[config.mk]
export PLATFORM = sky130hd
export DESIGN_NAME = button_press_recognizer_flat
export DESIGN_NICKNAME = d
export VERILOG_FILES = /design/src/rtl/core/bpr_pkg.sv /design/src/rtl/core/bpr_if.sv /design/src/rtl/core/button_press_recognizer.sv /design/src/flat_wrapper.sv
export SDC_FILE = /design/constraint.sdc
export NUM_CORES = 2
export LEC_CHECK = 0
export BUFFER_PORTS_ARGS = -buffer_cell sky130_fd_sc_hd__buf_2
export CAP_MARGIN = 20
export CORE_MARGIN = 4
export CORE_UTILIZATION = 58
export DETAILED_ROUTE_END_ITERATION = 10
export PLACE_DENSITY_LB_ADDON = 0.05
export SKIP_CTS_REPAIR_TIMING = 1
export SLEW_MARGIN = 15
export SYNTH_ARGS = -nofsm -noshare
export SYNTH_HDL_FRONTEND = slang
export SYNTH_SLANG_ARGS = --single-unit
[constraint.sdc]
create_clock -name clk -period 11.7 [get_ports clk]
set_clock_uncertainty 0.05 [all_clocks]
set_input_delay 0.585 -clock clk [delete_from_list [all_inputs] [get_ports clk]]
set_output_delay 0.585 -clock clk [all_outputs]
set_load 0.02 [all_outputs]
[src/rtl/core/bpr_pkg.sv]
// Package with shared types and constants of the button press recognizer.
package bpr_pkg;

  localparam int BUTTONS_DEF = 7;
  localparam int MASK_W      = 7;
  localparam int CFG_IDX_W   = 3;
  localparam int CFG_DATA_W  = 16;
  localparam int TIME_W      = 32;
  localparam int STEPS_W     = 6;
  localparam int RATE_W      = 8;
  localparam int MSCFG_W     = 16;
  localparam int DIVN_W      = 40;
  localparam int DIVD_W      = 16;
  localparam int DIVC_W      = 6;

  localparam logic [9:0] MS_PER_S = 10'd1000;

  typedef enum logic [1:0] {
    CMD_EDGE   = 2'd0,
    CMD_TICK   = 2'd1,
    CMD_FORGET = 2'd2
  } cmd_t;

  typedef enum logic [1:0] {
    KIND_SHORT  = 2'd0,
    KIND_LONG   = 2'd1,
    KIND_REPEAT = 2'd2
  } kind_t;

  typedef enum logic [CFG_IDX_W-1:0] {
    REG_AUTO_REPEAT_MASK = 3'd0,
    REG_LONG_PRESS_MASK  = 3'd1,
    REG_LONG_PRESS_MS    = 3'd2,
    REG_REPEAT_DELAY_MS  = 3'd3,
    REG_REPEAT_RAMP_MS   = 3'd4,
    REG_REPEAT_SLOW_RATE = 3'd5,
    REG_REPEAT_FAST_RATE = 3'd6,
    REG_REPEAT_MAX_STEPS = 3'd7
  } reg_idx_t;

  localparam logic [MSCFG_W-1:0] RST_LONG_PRESS_MS   = 16'd500;
  localparam logic [MSCFG_W-1:0] RST_REPEAT_DELAY_MS = 16'd400;
  localparam logic [MSCFG_W-1:0] RST_REPEAT_RAMP_MS  = 16'd1000;
  localparam logic [RATE_W-1:0]  RST_SLOW_RATE       = 8'd5;
  localparam logic [RATE_W-1:0]  RST_FAST_RATE       = 8'd30;
  localparam logic [STEPS_W-1:0] RST_MAX_STEPS       = 6'd4;

  typedef enum logic [11:0] {
    ST_IDLE    = 12'b000000000001,
    ST_DISP    = 12'b000000000010,
    ST_EDGE    = 12'b000000000100,
    ST_BTN     = 12'b000000001000,
    ST_RATE    = 12'b000000010000,
    ST_RATE_OK = 12'b000000100000,
    ST_STEPS   = 12'b000001000000,
    ST_ANCH    = 12'b000010000000,
    ST_DIV     = 12'b000100000000,
    ST_ADV     = 12'b001000000000,
    ST_NEXT    = 12'b010000000000,
    ST_FIN     = 12'b100000000000
  } state_t;

endpackage

[src/rtl/core/bpr_if.sv]
// Channel interfaces for button input items and event results.
interface bpr_in_if;
  logic        valid;
  logic        ready;
  logic [1:0]  command;
  logic [2:0]  button;
  logic        key_down;
  logic [31:0] time_ms;

  modport source (output valid, command, button, key_down, time_ms, input ready);
  modport sink (input valid, command, button, key_down, time_ms, output ready);
endinterface

interface bpr_out_if;
  logic        valid;
  logic        ready;
  logic [2:0]  event_button;
  logic [1:0]  event_kind;
  logic [5:0]  repeat_steps;
  logic [31:0] event_time;
  logic        last;

  modport source (output valid, event_button, event_kind, repeat_steps, event_time, last,
                  input ready);
  modport sink (input valid, event_button, event_kind, repeat_steps, event_time, last,
                output ready);
endinterface

[src/rtl/core/button_press_recognizer.sv]
// Top level of the button press recognizer with a bit-serial shared divider.
//
// Channel   Dir  Handshake        Content
// in_chan   in   valid/ready      command, button, key_down, time_ms
// out_chan  out  valid/ready      event_button, event_kind, repeat_steps, event_time, last
// cfg_*     in   write enable     register index and data, no read-back
//
// A forget or an ignored edge returns to idle from the dispatch state; an edge goes on to the
// edge state. A tick walks the buttons one by one, and a repeating button also uses the 40-bit
// serial divider that is shared by the rate ramp, the step count and the anchor advance.
// Reset is synchronous and clears all control state and the per-button flags.
// A full output register stalls the walk until its transaction completes.
module button_press_recognizer #(
  parameter int BUTTONS = bpr_pkg::BUTTONS_DEF
) (
  input  logic                             clk,
  input  logic                             rst_n,
  bpr_in_if.sink                           in_chan,
  bpr_out_if.source                        out_chan,
  input  logic                             cfg_we,
  input  logic [bpr_pkg::CFG_IDX_W-1:0]    cfg_index,
  input  logic [bpr_pkg::CFG_DATA_W-1:0]   cfg_data
);

  localparam int USABLE = (BUTTONS < 7) ? BUTTONS : 7;
  localparam int IW = (USABLE > 1) ? $clog2(USABLE) : 1;
  localparam logic [2:0] LAST_BTN = 3'(USABLE - 1);
  localparam logic [2:0] USABLE_C = 3'(USABLE);

  bpr_pkg::state_t state_r, ret_r;

  logic [6:0]  arm_r, lpm_r;
  logic [15:0] lpms_r, delay_r, ramp_r;
  logic [7:0]  slow_r, fast_r;
  logic [5:0]  maxst_r;

  logic        is_down_r   [USABLE];
  logic        hold_cons_r [USABLE];
  logic        has_rep_r   [USABLE];
  logic        fired_r     [USABLE];
  logic        latched_r   [USABLE];
  logic [31:0] pst_r       [USABLE];
  logic [31:0] anchor_r    [USABLE];

  logic [1:0]  cmd_r;
  logic [2:0]  btn_r;
  logic        down_r;
  logic [31:0] ms_r;
  logic [2:0]  cnt_r;
  logic        up_r;
  logic [7:0]  rate_r;
  logic [5:0]  steps_r;

  logic [39:0] div_q_r;
  logic [15:0] div_rem_r;
  logic [15:0] div_d_r;
  logic [5:0]  div_cnt_r;

  logic [2:0]  ev_btn_r;
  logic [1:0]  ev_kind_r;
  logic [5:0]  ev_steps_r;
  logic [31:0] ev_time_r;

  logic        pend_v_r;
  logic [2:0]  pend_btn_r;
  logic [1:0]  pend_kind_r;
  logic [5:0]  pend_steps_r;
  logic [31:0] pend_time_r;

  logic        out_v_r;
  logic [2:0]  out_btn_r;
  logic [1:0]  out_kind_r;
  logic [5:0]  out_steps_r;
  logic [31:0] out_time_r;
  logic        out_last_r;

  logic [IW-1:0] bi, ci;
  logic [31:0]   held_b, held_c, t_c, anc_new, elapsed;
  logic [16:0]   trial;
  logic          out_free;
  logic          out_load;
  logic [5:0]    cap;
  logic [7:0]    diff;

  assign bi       = btn_r[IW-1:0];
  assign ci       = cnt_r[IW-1:0];
  assign held_b   = ms_r - pst_r[bi];
  assign held_c   = ms_r - pst_r[ci];
  assign t_c      = held_c - {16'b0, delay_r};
  assign anc_new  = has_rep_r[ci] ? anchor_r[ci] : pst_r[ci] + {16'b0, delay_r};
  assign elapsed  = ms_r - anc_new;
  assign trial    = {div_rem_r, div_q_r[39]};
  assign out_free = !out_v_r || out_chan.ready;
  assign out_load = pend_v_r && out_free &&
                    (state_r == bpr_pkg::ST_ADV || state_r == bpr_pkg::ST_FIN);
  assign cap      = (maxst_r == 6'd0) ? 6'd1 : maxst_r;
  assign diff     = (fast_r >= slow_r) ? fast_r - slow_r : slow_r - fast_r;

  assign in_chan.ready         = (state_r == bpr_pkg::ST_IDLE);
  assign out_chan.valid        = out_v_r;
  assign out_chan.event_button = out_btn_r;
  assign out_chan.event_kind   = out_kind_r;
  assign out_chan.repeat_steps = out_steps_r;
  assign out_chan.event_time   = out_time_r;
  assign out_chan.last         = out_last_r;

  always_ff @(posedge clk) begin
    if (!rst_n) begin
      arm_r   <= '0;
      lpm_r   <= '0;
      lpms_r  <= bpr_pkg::RST_LONG_PRESS_MS;
      delay_r <= bpr_pkg::RST_REPEAT_DELAY_MS;
      ramp_r  <= bpr_pkg::RST_REPEAT_RAMP_MS;
      slow_r  <= bpr_pkg::RST_SLOW_RATE;
      fast_r  <= bpr_pkg::RST_FAST_RATE;
      maxst_r <= bpr_pkg::RST_MAX_STEPS;
    end else if (cfg_we) begin
      case (bpr_pkg::reg_idx_t'(cfg_index))
        bpr_pkg::REG_AUTO_REPEAT_MASK: begin
          arm_r <= cfg_data[6:0];
          lpm_r <= lpm_r & ~cfg_data[6:0];
        end
        bpr_pkg::REG_LONG_PRESS_MASK:  lpm_r   <= cfg_data[6:0] & ~arm_r;
        bpr_pkg::REG_LONG_PRESS_MS:    lpms_r  <= cfg_data;
        bpr_pkg::REG_REPEAT_DELAY_MS:  delay_r <= cfg_data;
        bpr_pkg::REG_REPEAT_RAMP_MS:   ramp_r  <= cfg_data;
        bpr_pkg::REG_REPEAT_SLOW_RATE: slow_r  <= cfg_data[7:0];
        bpr_pkg::REG_REPEAT_FAST_RATE: fast_r  <= cfg_data[7:0];
        bpr_pkg::REG_REPEAT_MAX_STEPS: maxst_r <= cfg_data[5:0];
        default: ;
      endcase
    end
  end

  always_ff @(posedge clk) begin
    if (!rst_n) begin
      state_r  <= bpr_pkg::ST_IDLE;
      ret_r    <= bpr_pkg::ST_IDLE;
      pend_v_r <= 1'b0;
      out_v_r  <= 1'b0;
      for (int i = 0; i < USABLE; i++) begin
        is_down_r[i]   <= 1'b0;
        hold_cons_r[i] <= 1'b0;
        has_rep_r[i]   <= 1'b0;
        fired_r[i]     <= 1'b0;
        latched_r[i]   <= 1'b0;
      end
    end else begin
      if (out_v_r && out_chan.ready && !out_load) begin
        out_v_r <= 1'b0;
      end
      case (state_r)
        bpr_pkg::ST_IDLE: begin
          if (in_chan.valid) begin
            cmd_r   <= in_chan.command;
            btn_r   <= in_chan.button;
            down_r  <= in_chan.key_down;
            ms_r    <= in_chan.time_ms;
            state_r <= bpr_pkg::ST_DISP;
          end
        end
        bpr_pkg::ST_DISP: begin
          cnt_r   <= '0;
          state_r <= bpr_pkg::ST_IDLE;
          case (bpr_pkg::cmd_t'(cmd_r))
            bpr_pkg::CMD_FORGET: begin
              for (int i = 0; i < USABLE; i++) begin
                is_down_r[i]   <= 1'b0;
                hold_cons_r[i] <= 1'b0;
                has_rep_r[i]   <= 1'b0;
                fired_r[i]     <= 1'b0;
                latched_r[i]   <= 1'b0;
              end
            end
            bpr_pkg::CMD_EDGE: begin
              if (btn_r < USABLE_C) begin
                state_r <= bpr_pkg::ST_EDGE;
              end
            end
            bpr_pkg::CMD_TICK: state_r <= bpr_pkg::ST_BTN;
            default: ;
          endcase
        end
        bpr_pkg::ST_EDGE: begin
          ev_btn_r   <= btn_r;
          ev_steps_r <= 6'd1;
          ev_time_r  <= ms_r;
          state_r    <= bpr_pkg::ST_FIN;
          if (down_r) begin
            if (!is_down_r[bi]) begin
              is_down_r[bi]   <= 1'b1;
              hold_cons_r[bi] <= 1'b0;
              has_rep_r[bi]   <= 1'b0;
              anchor_r[bi]    <= ms_r;
              pst_r[bi]       <= ms_r;
              latched_r[bi]   <= arm_r[btn_r];
              fired_r[bi]     <= !lpm_r[btn_r];
              if (!lpm_r[btn_r]) begin
                ev_kind_r <= bpr_pkg::KIND_SHORT;
                state_r   <= bpr_pkg::ST_ADV;
              end
            end
          end else if (is_down_r[bi]) begin
            is_down_r[bi]   <= 1'b0;
            hold_cons_r[bi] <= 1'b0;
            if (fired_r[bi]) begin
              fired_r[bi]   <= 1'b0;
              has_rep_r[bi] <= 1'b0;
            end else if (has_rep_r[bi]) begin
              has_rep_r[bi] <= 1'b0;
            end else if (!hold_cons_r[bi]) begin
              ev_kind_r <= (held_b >= {16'b0, lpms_r} && lpm_r[btn_r]) ?
                           bpr_pkg::KIND_LONG : bpr_pkg::KIND_SHORT;
              state_r   <= bpr_pkg::ST_ADV;
            end
          end
        end
        bpr_pkg::ST_BTN: begin
          ev_btn_r   <= cnt_r;
          ev_time_r  <= ms_r;
          state_r    <= bpr_pkg::ST_NEXT;
          if (is_down_r[ci] && !hold_cons_r[ci]) begin
            if (latched_r[ci]) begin
              if (held_c >= {16'b0, delay_r}) begin
                if (t_c >= {16'b0, ramp_r}) begin
                  rate_r  <= fast_r;
                  state_r <= bpr_pkg::ST_RATE_OK;
                end else begin
                  up_r      <= (fast_r >= slow_r);
                  div_q_r   <= {16'b0, {16'b0, diff} * {8'b0, t_c[15:0]}};
                  div_d_r   <= ramp_r;
                  div_rem_r <= '0;
                  div_cnt_r <= 6'(bpr_pkg::DIVN_W - 1);
                  ret_r     <= bpr_pkg::ST_RATE;
                  state_r   <= bpr_pkg::ST_DIV;
                end
              end
            end else if (!fired_r[ci] && lpm_r[cnt_r] && held_c >= {16'b0, lpms_r}) begin
              hold_cons_r[ci] <= 1'b1;
              ev_kind_r       <= bpr_pkg::KIND_LONG;
              ev_steps_r      <= 6'd1;
              ev_time_r       <= pst_r[ci] + {16'b0, lpms_r};
              state_r         <= bpr_pkg::ST_ADV;
            end
          end
        end
        bpr_pkg::ST_DIV: begin
          if (trial >= {1'b0, div_d_r}) begin
            div_rem_r <= 16'(trial - {1'b0, div_d_r});
            div_q_r   <= {div_q_r[38:0], 1'b1};
          end else begin
            div_rem_r <= trial[15:0];
            div_q_r   <= {div_q_r[38:0], 1'b0};
          end
          div_cnt_r <= div_cnt_r - 6'd1;
          if (div_cnt_r == 6'd0) begin
            state_r <= ret_r;
          end
        end
        bpr_pkg::ST_RATE: begin
          rate_r  <= up_r ? slow_r + div_q_r[7:0] : slow_r - div_q_r[7:0];
          state_r <= bpr_pkg::ST_RATE_OK;
        end
        bpr_pkg::ST_RATE_OK: begin
          if (rate_r == 8'd0) begin
            state_r <= bpr_pkg::ST_NEXT;
          end else begin
            anchor_r[ci] <= anc_new;
            div_q_r      <= {8'b0, elapsed} * {32'b0, rate_r};
            div_d_r      <= {6'b0, bpr_pkg::MS_PER_S};
            div_rem_r    <= '0;
            div_cnt_r    <= 6'(bpr_pkg::DIVN_W - 1);
            ret_r        <= bpr_pkg::ST_STEPS;
            state_r      <= bpr_pkg::ST_DIV;
          end
        end
        bpr_pkg::ST_STEPS: begin
          ev_kind_r <= bpr_pkg::KIND_REPEAT;
          if (div_q_r == '0) begin
            state_r <= bpr_pkg::ST_NEXT;
          end else if (div_q_r > {34'b0, cap}) begin
            ev_steps_r    <= cap;
            anchor_r[ci]  <= ms_r;
            has_rep_r[ci] <= 1'b1;
            state_r       <= bpr_pkg::ST_ADV;
          end else begin
            steps_r   <= div_q_r[5:0];
            div_q_r   <= {24'b0, {10'b0, div_q_r[5:0]} * {6'b0, bpr_pkg::MS_PER_S}};
            div_d_r   <= {8'b0, rate_r};
            div_rem_r <= '0;
            div_cnt_r <= 6'(bpr_pkg::DIVN_W - 1);
            ret_r     <= bpr_pkg::ST_ANCH;
            state_r   <= bpr_pkg::ST_DIV;
          end
        end
        bpr_pkg::ST_ANCH: begin
          anchor_r[ci]  <= anchor_r[ci] + div_q_r[31:0];
          has_rep_r[ci] <= 1'b1;
          ev_steps_r    <= steps_r;
          state_r       <= bpr_pkg::ST_ADV;
        end
        bpr_pkg::ST_ADV: begin
          if (!pend_v_r || out_free) begin
            if (pend_v_r) begin
              out_v_r     <= 1'b1;
              out_btn_r   <= pend_btn_r;
              out_kind_r  <= pend_kind_r;
              out_steps_r <= pend_steps_r;
              out_time_r  <= pend_time_r;
              out_last_r  <= 1'b0;
            end
            pend_v_r     <= 1'b1;
            pend_btn_r   <= ev_btn_r;
            pend_kind_r  <= ev_kind_r;
            pend_steps_r <= ev_steps_r;
            pend_time_r  <= ev_time_r;
            state_r <= (cmd_r == bpr_pkg::CMD_TICK) ? bpr_pkg::ST_NEXT : bpr_pkg::ST_FIN;
          end
        end
        bpr_pkg::ST_NEXT: begin
          if (cnt_r == LAST_BTN) begin
            state_r <= bpr_pkg::ST_FIN;
          end else begin
            cnt_r   <= cnt_r + 3'd1;
            state_r <= bpr_pkg::ST_BTN;
          end
        end
        bpr_pkg::ST_FIN: begin
          if (!pend_v_r) begin
            state_r <= bpr_pkg::ST_IDLE;
          end else if (out_free) begin
            out_v_r     <= 1'b1;
            out_btn_r   <= pend_btn_r;
            out_kind_r  <= pend_kind_r;
            out_steps_r <= pend_steps_r;
            out_time_r  <= pend_time_r;
            out_last_r  <= 1'b1;
            pend_v_r    <= 1'b0;
            state_r     <= bpr_pkg::ST_IDLE;
          end
        end
        default: state_r <= bpr_pkg::ST_IDLE;
      endcase
    end
  end

endmodule

[src/flat_wrapper.sv]
// flat-port wrapper written by rule: the top's interface ports become plain ports
module button_press_recognizer_flat 
#(
  parameter int BUTTONS = bpr_pkg::BUTTONS_DEF
)
  (clk, rst_n, cfg_we, cfg_index, cfg_data, in_chan_valid, in_chan_command, in_chan_button, in_chan_key_down, in_chan_time_ms, in_chan_ready, out_chan_valid, out_chan_event_button, out_chan_event_kind, out_chan_repeat_steps, out_chan_event_time, out_chan_last, out_chan_ready);
  bpr_in_if in_chan_i ();
  bpr_out_if out_chan_i ();
  input  logic clk;
  input  logic rst_n;
  input  logic cfg_we;
  input  logic [bpr_pkg::CFG_IDX_W-1:0] cfg_index;
  input  logic [bpr_pkg::CFG_DATA_W-1:0] cfg_data;
  input wire logic [$bits(in_chan_i.valid)-1:0] in_chan_valid;
  input wire logic [$bits(in_chan_i.command)-1:0] in_chan_command;
  input wire logic [$bits(in_chan_i.button)-1:0] in_chan_button;
  input wire logic [$bits(in_chan_i.key_down)-1:0] in_chan_key_down;
  input wire logic [$bits(in_chan_i.time_ms)-1:0] in_chan_time_ms;
  output wire logic [$bits(in_chan_i.ready)-1:0] in_chan_ready;
  output wire logic [$bits(out_chan_i.valid)-1:0] out_chan_valid;
  output wire logic [$bits(out_chan_i.event_button)-1:0] out_chan_event_button;
  output wire logic [$bits(out_chan_i.event_kind)-1:0] out_chan_event_kind;
  output wire logic [$bits(out_chan_i.repeat_steps)-1:0] out_chan_repeat_steps;
  output wire logic [$bits(out_chan_i.event_time)-1:0] out_chan_event_time;
  output wire logic [$bits(out_chan_i.last)-1:0] out_chan_last;
  input wire logic [$bits(out_chan_i.ready)-1:0] out_chan_ready;
  assign in_chan_i.valid = in_chan_valid;
  assign in_chan_i.command = in_chan_command;
  assign in_chan_i.button = in_chan_button;
  assign in_chan_i.key_down = in_chan_key_down;
  assign in_chan_i.time_ms = in_chan_time_ms;
  assign in_chan_ready = in_chan_i.ready;
  assign out_chan_valid = out_chan_i.valid;
  assign out_chan_event_button = out_chan_i.event_button;
  assign out_chan_event_kind = out_chan_i.event_kind;
  assign out_chan_repeat_steps = out_chan_i.repeat_steps;
  assign out_chan_event_time = out_chan_i.event_time;
  assign out_chan_last = out_chan_i.last;
  assign out_chan_i.ready = out_chan_ready;
  button_press_recognizer #(.BUTTONS(BUTTONS)) u_core (.clk(clk), .rst_n(rst_n), .in_chan(in_chan_i), .out_chan(out_chan_i), .cfg_we(cfg_we), .cfg_index(cfg_index), .cfg_data(cfg_data));
endmodule
### Word level (Yosys, flattened, before mapping)

Memory sizes are Yosys's and may differ from the RTL's. A register that Yosys moved wholly into a read port is not among the register bits.
Index checks and enable logic that the tools add are counted.

| storage, ports and cells | value |
|---|---|
| bits in registers | 374 |
| RAM bits | 483 |
| output and inout port bits | 46 |
| logic and storage cells | 499 |
| memories kept | 7 |

| cells by class | value |
|---|---|
| add/sub/neg operators | 14 |
| multipliers | 3 |
| $lt $le $gt $ge | 10 |
| equality and inequality tests | 47 |
| muxes and demuxes | 268 |
| bitwise operators | 50 |
| reduce and logical (&&, ||, !) cells | 63 |

Memory list:

| memory | words | width | read ports | clocked after Yosys merged registers in | wr ports | RTL line | RTL |
|---|---|---|---|---|---|---|---|
| u_core.anchor_r | 7 | 32 | 1 | 1 | 1 | button_press_recognizer.sv:43 | `logic [31:0] anchor_r [USABLE];` |
| u_core.pst_r | 7 | 32 | 2 | 2 | 1 | button_press_recognizer.sv:42 | `logic [31:0] pst_r [USABLE];` |
| u_core.fired_r | 7 | 1 | 2 | 2 | 7 | button_press_recognizer.sv:40 | `logic fired_r [USABLE];` |
| u_core.has_rep_r | 7 | 1 | 2 | 2 | 7 | button_press_recognizer.sv:39 | `logic has_rep_r [USABLE];` |
| u_core.hold_cons_r | 7 | 1 | 2 | 2 | 7 | button_press_recognizer.sv:38 | `logic hold_cons_r [USABLE];` |
| u_core.is_down_r | 7 | 1 | 2 | 2 | 7 | button_press_recognizer.sv:37 | `logic is_down_r [USABLE];` |
| 1 more memories | n/a | n/a | n/a | n/a | n/a | n/a |  |

Operator list:

| cell | count |
|---|---|
| 32-bit 2-to-1 mux | 11 |
| 12-bit 2-to-1 mux | 25 |
| 40-bit 2-to-1 mux | 7 |
| 16-bit 2-to-1 mux | 15 |
| 40-bit one-hot mux with 4 select lines | 1 |
| 12-bit one-hot mux with 12 select lines | 1 |
| 32-bit by 16-bit greater-or-equal comparator with 1-bit output | 4 |
| 32-bit one-hot mux with 2 select lines | 2 |
| 1-bit 2-to-1 mux | 119 |
| 6-bit 2-to-1 mux | 17 |
| 32-bit subtractor | 3 |
| 3-bit 2-to-1 mux | 26 |
| 32-bit by 16-bit adder with 32-bit output | 2 |
| 16-bit one-hot mux with 4 select lines | 1 |
| 8-bit 2-to-1 mux | 6 |
| 16-bit one-hot mux with 3 select lines | 1 |
| 6-bit one-hot mux with 4 select lines | 2 |
| 1-bit bitwise OR | 43 |
| 40-bit by 6-bit > comparator with 1-bit output | 1 |
| 40-bit zero test | 1 |
| 32-bit by 8-bit multiplier with 40-bit output | 1 |
| 12-bit one-hot mux with 3 select lines | 1 |
| 32-bit adder | 1 |
| 32-bit OR reduction | 1 |
| 69 further kinds | 163 |

### Logic depth before layout (Yosys ltp)

| logic depth | value |
|---|---|
| depth in word-level cells | 12 |
| gate-level depth with buffers | 59 |

### Worst setup path after synthesis

Ideal clock, no wire load.

| path | value |
|---|---|
| path kind | reg-to-reg |
| start point | reg with a tool-made name |
| end point | reg u_core.div_q_r[34], data pin |
| library setup time | 0.267 ns |
| data arrival time | 12.513 ns |
| required time | 11.383 ns |
| path slack | -1.130 ns |
| cell stages (with the launch flop) | 57 |
| cells stage by stage | dfxtp_1 buf_6 buf_6 buf_6 buf_6 buf_6 buf_6 clkbuf_1 buf_2 buf_2 buf_2 buf_2 buf_2 mux2i_1 o21ai_0 mux2_2 ha_1 fa_1 [21 not listed] fa_1 fa_1 inv_1 fa_1 inv_1 ha_1 a21o_1 a21o_1 a21o_1 a21o_1 a21o_1 a21oi_1 nor2b_1 a311o_1 a221o_1 a21oi_1 xor2_1 o21ai_0 |

RTL lines:

| what | RTL line | RTL |
|---|---|---|
| end signal, assigned | button_press_recognizer.sv:230 | `div_q_r <= {16'b0, {16'b0, diff} * {8'b0, t_c[15:0]}};` |
| end signal, assigned | button_press_recognizer.sv:250 | `div_q_r <= {div_q_r[38:0], 1'b1};` |
| end signal, assigned | button_press_recognizer.sv:253 | `div_q_r <= {div_q_r[38:0], 1'b0};` |
| end, declared | button_press_recognizer.sv:54 | `logic [39:0] div_q_r;` |

==> out/metrics.cfg <==
[critical_path]
worst_ep_required_time_ns = 12.08
max_stage_delay_ns = 0.55
critical_path_class = reg -> reg
worstSetupEndpointType = flop
path_max_fanout = 6
reg2regPathDepth = 45
cp-start-kind = flop
crit_top_cell = a21o_1
r2r_slack_ns = 0.45
critPathArrivalTime_ns = 11.63
cp_slowest_cell = fa_1

[routing]
drtIter0Drc = 4847
wl_per_cell_um = 26.0
firstDrtPassIters = 7
wl_mm = 195
drc_errors = 0
vias = 47400
drtAntennaViolNets = 0
via_per_inst = 6.33

[timing]
drv_slew = 0
report.final.hold_viol_count = 0
period_needed_ns = 11.25
tns_ns = 0
max_freq_mhz = 88.9
fin_crit_sh = 0.962
finalSetupViolations = 0
relSlewSlack = 0.215
tightest_slew_ns = 1.17

[die]
ios = 108
start_util = 0.584
rows = 119
dieArea_um2 = 111000
die_height_um = 333
core_area_um2 = 105000
die_x_um = 333

[cells_and_area]
stdcell_count = 7486
utilization = 0.640
syn_to_final_growth_pct = 9.59
num-nets-final = 6757
final_cell_mix = edfxtp_1, nand2_1, inv_1
drive_gt1_frac = 0.109
final_common_cell = edfxtp_1

[grt]
grt_util_all_layers = 0.346
grt.met1_usage = 0.472
grt_pass1_wl_mm = 293
grtUsageMet3 = 0.0741
grtUsageMet2 = 0.544
grt_pass1_vias = 46883
top_usage_layer = met2
gr-total-overflow = 0
grt_antenna_before_repair = 4
grt_max_degree = 67

[power]
power.density_nw_per_um2 = 230
irDropWorstVdd_v = 0.000488
p_leak_uw = 0.0271

[cts]
clk_pin_slew_ns = 0.07
clockBufferDepth = 3
cts_tree = built
cts_root_buffer = clkbuf_16
cts_htree_levels = 3
clock_latency_ns = 0.70
cts_num_sinks = 860
numCtsBuffers = 92

[synthesis]
synth_nets = 6656
yosysTopAreaCellShare = 0.355
avgSynthCellArea_um2 = 10.4
synth_area_um2 = 61400
async_reset_ff_frac = 0
synth_edf_count = 727
synthCells = 5918
ys_seq_elements = 860
synth_top_cells_by_area = edfxtp_1, fa_1, ha_1, dfxtp_1, nand2_1
ys_types = 96
yosysSeqAreaShare = 0.399
yosysTopAreaCell = edfxtp_1
synth_flop_cell = edfxtp_1
yosysWarnings = 0

[placement]
port_buffers = 107
dp.cells = 7302
place_hpwl_mm = 143
place_congestion = 0.958

[min_path]
min_from = in_chan_time_ms[11]
holdCritPathClass = in -> reg
hold_depth = 1

[flow_run]
max_cap_viol_count = 0

[run_status]
status = completed

## cells in the mapped netlist (22+ instances only)
cell type	instances
a22o_1	31
clkbuf_1	187
o211ai_1	45
a211oi_1	26
a21oi_1	344
nand2b_1	72
and2_1	161
nand4_1	30
o21bai_1	37
o22ai_1	26
fa_1	288
a21o_1	113
or2_2	22
nand3b_1	28
mux2_2	64
xnor2_1	159
ha_1	388
nor2_1	368
mux4_2	108
a31oi_1	38
nor2b_1	58
mux2i_1	159
buf_1	28
o21a_1	26
nor4_1	29
inv_1	536
o31ai_1	28
and3_1	40
o21ai_0	335
nor3_1	85
a21boi_0	23
edfxtp_1	727
nand3_1	109
xor2_1	87
nand2_1	677
dfxtp_1	133
buf_2	23
## report_power, final
| part | switching, µW | internal [µW] |
|---|---|---|
| registers | 35.9 | 3530 |
| logic | 5150 | 3670 |
| clock network | 1300 | 1770 |
## registers in the layout, indices dropped and copies added (netlist names), 12 cells and up, named ones only
register                    cells
u_core.div_rem_r               16
u_core.ms_r                    32
u_core.out_chan.event_time     32
u_core.lpms_r                  16
u_core.delay_r                 16
u_core.anchor_r               224
u_core.ev_time_r               32
u_core.div_q_r                 40
u_core.ramp_r                  16
u_core.state_r                 12
u_core.pend_time_r             32
u_core.pst_r                  224
u_core.div_d_r                 16
## metal layers
metal  vias to the layer above  routed length (µm)  part of all wire
met5                         -                  57           0.00029
met3                       389               19100             0.098
met2                      2178               88300              0.45
met4                         4                8610             0.044
met1                     23498               78700              0.40
li1                      21331                   -                 -
## critical path, delay by kind of cell (launching register included)
family                   cells  cell delay [ns]
multiplexers                 2             0.48
AO/OA/AOI/OAI               23             4.60
XOR/XNOR                     3             0.60
flip-flops                   1             0.44
AND/OR/NAND/NOR              3             0.34
buffers and inverters        4             0.41
adder cells (fa/ha/maj)     10             4.03
## through the flow
step	power, µW	hold slack (ns)	worst slack (ns)	area (µm²)
finish	15500	0.0176	0.450	67300
global route	16700	0.00147	-0.0360	67300
CTS	15400	-0.0176	0.0982	67000
detailed placement	12300	0.355	0.183	63900
global placement	12100	0.351	0.467	63900
floorplan	9940	0.350	0.0195	61500
## worst paths after layout
kind | end
setup reg to reg | u_core.div_q_r[34]$_DFFE_PP_
setup / recovery | u_core.div_q_r[34]$_DFFE_PP_
hold / removal | u_core.ms_r[11]$_DFFE_PP_
hold reg to reg | u_core.pend_time_r[10]$_DFFE_PP_
## layout make-up
cell class                 instances  area (µm²)
antenna                            2        5.00
clock buffer                     110        2480
clock inverter                    58         666
fill                            8523       37900
inverter                         542        2030
multi-input combinational       4270       34200
sequential                       860       24500
tap                             1391        1740
timing repair buffer             253        1690
## logic make-up after synthesis
family | synth area share
xor gates and xnor gates | 0.0353
DFF | 0.399
buffers and inverters | 0.0495
AOI/OAI and AO/OA | 0.132
and+or+nand+nor | 0.133
adders and majority gates | 0.174
muxes | 0.0780
Power figures use the tool's default switching activity.
